==> src/hw/rtl/ppt_pkg.sv <==
`default_nettype none

package ppt_pkg;

  // Link words are seven bits wide; the all-ones code marks the end of a list.
  localparam int LINK_W = 7;
  localparam logic [LINK_W-1:0] NO_ENTRY = 7'd127;

  localparam int WORD_W = 32;
  localparam int VEC_W  = 3 * WORD_W;
  localparam int LIFE_W = 8;
  localparam int SLOT_W = 6;
  localparam int KIND_W = 3;

  // Packed stream widths, rounded up to whole bytes.
  localparam int IN_DATA_W  = 296;
  localparam int OUT_DATA_W = 112;
  localparam int OUT_PAD_W  = OUT_DATA_W - (SLOT_W + VEC_W + LIFE_W);

  typedef enum logic [0:0] {
    OP_SPAWN = 1'b0,
    OP_TICK  = 1'b1
  } op_t;

  typedef enum logic [KIND_W-1:0] {
    KIND_SPAWNED = 3'd0,
    KIND_MOVED   = 3'd1,
    KIND_FREED   = 3'd2,
    KIND_FULL    = 3'd3,
    KIND_EMPTY   = 3'd4
  } kind_t;

  typedef enum logic [2:0] {
    ST_IDLE,
    ST_SPAWN,
    ST_EMPTY,
    ST_WALK,
    ST_FREE
  } state_t;

  // Source of the pool read address.
  typedef enum logic [1:0] {
    RD_FREE_HEAD,
    RD_ACTIVE_HEAD,
    RD_LINK,
    RD_NEXT_SAVED
  } rd_sel_t;

  typedef struct packed {
    logic    load_in;
    logic    rd_en;
    rd_sel_t rd_sel;
    logic    walk_start;
    logic    spawn;
    logic    empty;
    logic    walk_step;
    logic    free_push;
  } cmd_t;

  typedef struct packed {
    logic active_ok;
    logic out_free;
    logic expire;
    logic tail;
    logic saved_tail;
  } status_t;

endpackage

`default_nettype wire

==> src/hw/rtl/ppt_ctrl.sv <==
`default_nettype none

module ppt_ctrl
  import ppt_pkg::*;
(
  input  wire logic    clk,
  input  wire logic    rst_n,
  input  wire logic    in_valid,
  input  wire op_t     in_op,
  output logic         in_ready,
  input  wire status_t status,
  output cmd_t         cmd
);

  state_t state_r;
  state_t state_nxt;

  // State register.
  always_ff @(posedge clk) begin
    if (!rst_n) begin
      state_r <= ST_IDLE;
    end else begin
      state_r <= state_nxt;
    end
  end

  // Next state and datapath commands.
  always_comb begin
    state_nxt      = state_r;
    in_ready       = 1'b0;
    cmd            = '0;
    cmd.rd_sel     = RD_LINK;
    case (state_r)
      ST_IDLE: begin
        in_ready = 1'b1;
        if (in_valid) begin
          if (in_op == OP_SPAWN) begin
            cmd.load_in = 1'b1;
            cmd.rd_en   = 1'b1;
            cmd.rd_sel  = RD_FREE_HEAD;
            state_nxt   = ST_SPAWN;
          end else if (status.active_ok) begin
            cmd.rd_en      = 1'b1;
            cmd.rd_sel     = RD_ACTIVE_HEAD;
            cmd.walk_start = 1'b1;
            state_nxt      = ST_WALK;
          end else begin
            state_nxt = ST_EMPTY;
          end
        end
      end
      ST_SPAWN: begin
        if (status.out_free) begin
          cmd.spawn = 1'b1;
          state_nxt = ST_IDLE;
        end
      end
      ST_EMPTY: begin
        if (status.out_free) begin
          cmd.empty = 1'b1;
          state_nxt = ST_IDLE;
        end
      end
      ST_WALK: begin
        if (status.out_free) begin
          cmd.walk_step = 1'b1;
          if (status.expire) begin
            state_nxt = ST_FREE;
          end else if (status.tail) begin
            state_nxt = ST_IDLE;
          end else begin
            // Fetch the following entry while this one is written back.
            cmd.rd_en  = 1'b1;
            cmd.rd_sel = RD_LINK;
          end
        end
      end
      ST_FREE: begin
        cmd.free_push = 1'b1;
        if (status.saved_tail) begin
          state_nxt = ST_IDLE;
        end else begin
          cmd.rd_en  = 1'b1;
          cmd.rd_sel = RD_NEXT_SAVED;
          state_nxt  = ST_WALK;
        end
      end
      default: begin
        state_nxt = ST_IDLE;
      end
    endcase
  end

endmodule

`default_nettype wire

==> config.mk <==
export PLATFORM = sky130hd
export DESIGN_NAME = ppt_ctrl
export DESIGN_NICKNAME = d
export VERILOG_FILES = /design/src/hw/rtl/ppt_pkg.sv /design/src/hw/rtl/ppt_ctrl.sv
export SDC_FILE = /design/constraint.sdc
export NUM_CORES = 1
export LEC_CHECK = 0
export BUFFER_PORTS_ARGS = -buffer_cell sky130_fd_sc_hd__buf_2
export CAP_MARGIN = 20
export CORE_AREA = 4 4 41 43
export CTS_CLUSTER_SIZE = 24
export DETAILED_ROUTE_END_ITERATION = 10
export DIE_AREA = 0 0 45 47
export GPL_ROUTABILITY_DRIVEN = 0
export PLACE_DENSITY = 0.44
export SYNTH_ARGS = -nofsm -noshare
export SYNTH_HDL_FRONTEND = slang
export SYNTH_SLANG_ARGS = --single-unit
==> constraint.sdc <==
create_clock -name clk -period 1.5 [get_ports clk]
set_clock_uncertainty 0.15 [all_clocks]
set_input_delay 0.15 -clock clk [delete_from_list [all_inputs] [get_ports clk]]
set_output_delay 0.15 -clock clk [all_outputs]
set_load 0.005 [all_outputs]
==> results.cfg <==
[timing]
max-slew-margin-rel_pct = 82.70
min_period_ps = 1764
final-hold-violation-count = 0
final_max_slew_viol_count = 0
setup_ws_ps = -263.5
fin_crit_sh_pct = 117.6
worst_pin_slew_ps = 259.0
setup_viol_count_final = 9
timing.fmax_ghz = 0.5670
rsz0062_at_grt = yes

[clock_tree]
tritoncts = done
clock_latency_ps = 230
hold_buffers = 0
clkSlewWorstSetupHoldPaths_ps = 30
numCtsBuffers = 3
clock_sinks = 3
cts_root_buf = clkbuf_4
htreeDepth = 1
cts_max_path_buffers = 2

[cells_and_area]
nNetsFinal = 76
reg_top3 = state_r x3
finish.instance_area_um2 = 541.8
antenna_cells = 0
syn_to_final_growth_pct = 111.2
regMostFlops = state_r
largest_register_ffs = 3
final_layout_size_suffix_gt1_share_pct = 68.18
fin_cells = 81

[placed_design]
place_hpwl_um = 622.6
placed_cell_area_um2 = 391.6
io_buffers = 18
dp_cells = 70

[worst_setup_path]
worst-setup-path-type = reg -> out
crit_fanout = 3
cp-start-kind = register
cp.required_ps = 1200
worst_setup_path_end_kind = output port
worst_ep_arrival_time_ps = 1460

[synthesis]
ys_seq_area_share_pct = 23.41
synth-edff-count = 0
synthSimpleGateAreaFrac_pct = 51.22
yosys-top-cells-count = 6 x nor2_1, 3 x a21oi_1, 3 x dfxtp_1
synth_top_family_by_area = simple AND/OR/NAND/NOR gates
yosysTopAreaCell = dfxtp_1
syn_inst = 34
synth_compound_area_share_pct = 22.44
synth_cell_types = 21
synth_top_area_share_pct = 23.41
synth.area.mux_share_pct = 0
synth.avg_cell_area_um2 = 7.544
synthTopCellsByArea = dfxtp_1 23%, nor2_1 8.8%, or3b_2 6.8%
synth-xor-area-share_pct = 0
synth_most_common_cell = nor2_1
async_flop_share_pct = 0
ys_seq_elements = 3
synth_fa_ha_area_share_pct = 0
synth_area_um2 = 256.5
synthesis.nets = 43
synthFlopType = dfxtp_1
ys_warn_count = 0

[run]
timing.max_cap.violations = 0

[power_and_ir_drop]
pwr-share-seq_pct = 25.1
ir_worst_vdd_uv = 304.0
power_frac_clock_pct = 40.7
combPwrFrac_pct = 34.2
p_per_area_nw_per_um2 = 641.4
p_switching_uw = 91.02
p_int_uw = 256.5
leakagePower_nw = 0.2713
swShare_pct = 26.19

[die]
num_io_pins = 19
die_y_um = 47
die_width_um = 45
initial_core_util_pct = 19.71
rows = 13
die_area_um2 = 2115
fp.coreArea_um2 = 1301

[global_routing]
grt_pass1_vias = 316
grt_max_degree = 7
track_usage_pct = 7.978
grt_pass1_wl_mm = 1.248
antenna_found_initial = 0
overflow = 0

[detailed_routing]
drtPass1Iterations = 3
wl_per_cell_um = 10.63
ant_nets = 0
vias_per_cell = 4.272
vias = 346
routed_wl_um = 861
drt-initial-drc-count = 1
drc = 0

[status]
status = finished, violations left
violations = setup timing

[worst_hold_path]
hold_path_class = in -> reg
==> kinds of logic (layout without fill, tap and decap cells) <==
group,Yosys count,after routing
flip-flops,3,3
AO/OA/AOI/OAI,8,8
buffers and inverters,2,34
AND/OR/NAND/NOR,21,21
==> cells in the final DEF (no fill, tap or decap), types with 2 or more instances in the layout <==
master    instances
buf_2            16
buf_6             8
nor2_1            6
buf_4             5
a21oi_1           3
clkbuf_4          3
dfxtp_2           3
or2_4             2
or3b_2            2
o21a_1            2
==> what timing repair did <==
| item | CTS | global route |
|---|---|---|
| resized for setup | 7 | 12 |
| cloned | 0 | 0 |
| buffers inserted | 3 | 4 |
| endpoints found under the setup margin | 9 | 11 |
| pin swaps | 5 | 6 |
==> metal layers <==
| layer | global-route usage [%] | wire length (um) | up-vias |
|---|---|---|---|
| met5 | 0 | 0 | - |
| met2 | 13.28 | 470 | 7 |
| met4 | 3.509 | 0 | 0 |
| li1 | - | - | 186 |
| met3 | 2.299 | 33 | 0 |
| met1 | 9.545 | 357 | 153 |
==> power groups by stage <==
stage	logic (mW)	registers, mW	clock network, mW
finish	0.119	0.0872	0.141
global route	0.130	0.0877	0.158
CTS	0.103	0.0861	0.147
detailed placement	0.0872	0.0873	0
global placement	0.0883	0.0874	0
floorplan	0.0434	0.0887	0
==> worst max-delay path, cell delays in order (launching register included) <==
cell and delay, ps:
dfxtp_2 310, or4b_4 550, o22ai_4 170, a21o_1 100, buf_2 100
==> area by class of cell <==
cell class | count | area (um^2)
Tap cell | 15 | 18.77
Timing Repair Buffer | 29 | 207.7
Multi-Input combinational cell | 29 | 219.0
Sequential cell | 3 | 63.81
Inverter | 1 | 6.256
Clock buffer | 4 | 26.28
Fill cell | 140 | 759.5
==> path summary, 6_finish.rpt <==
check | startpoint | end | slack [ps] | depth (start not counted)
max | state_r[1] | cmd[7] | -260 | 4
min reg2reg | state_r[0] | state_r[1] | 670 | 4
min | rst_n | state_r[1] | 3 | 2
max reg2reg | state_r[1] | state_r[0] | -60 | 5
==> through the flow <==
stage	TNS, ps	hold WS (ps)	setup WS (ps)	util (%)	power (mW)
5_1_grt	-1509	10.92	-311.2	41.63	0.3757
6_report	-984.6	2.934	-263.5	41.63	0.3475
3_5_place_dp	-103.6	245.2	-60.16	30.10	0.1745
2_1_floorplan	0	117.5	41.18	-	0.1321
3_3_place_gp	-97.30	238.9	-55.65	30.10	0.1757
4_1_cts	-770.2	3.418	-275.1	36.15	0.3356
No activity file was read; power rests on OpenSTA's default activity.
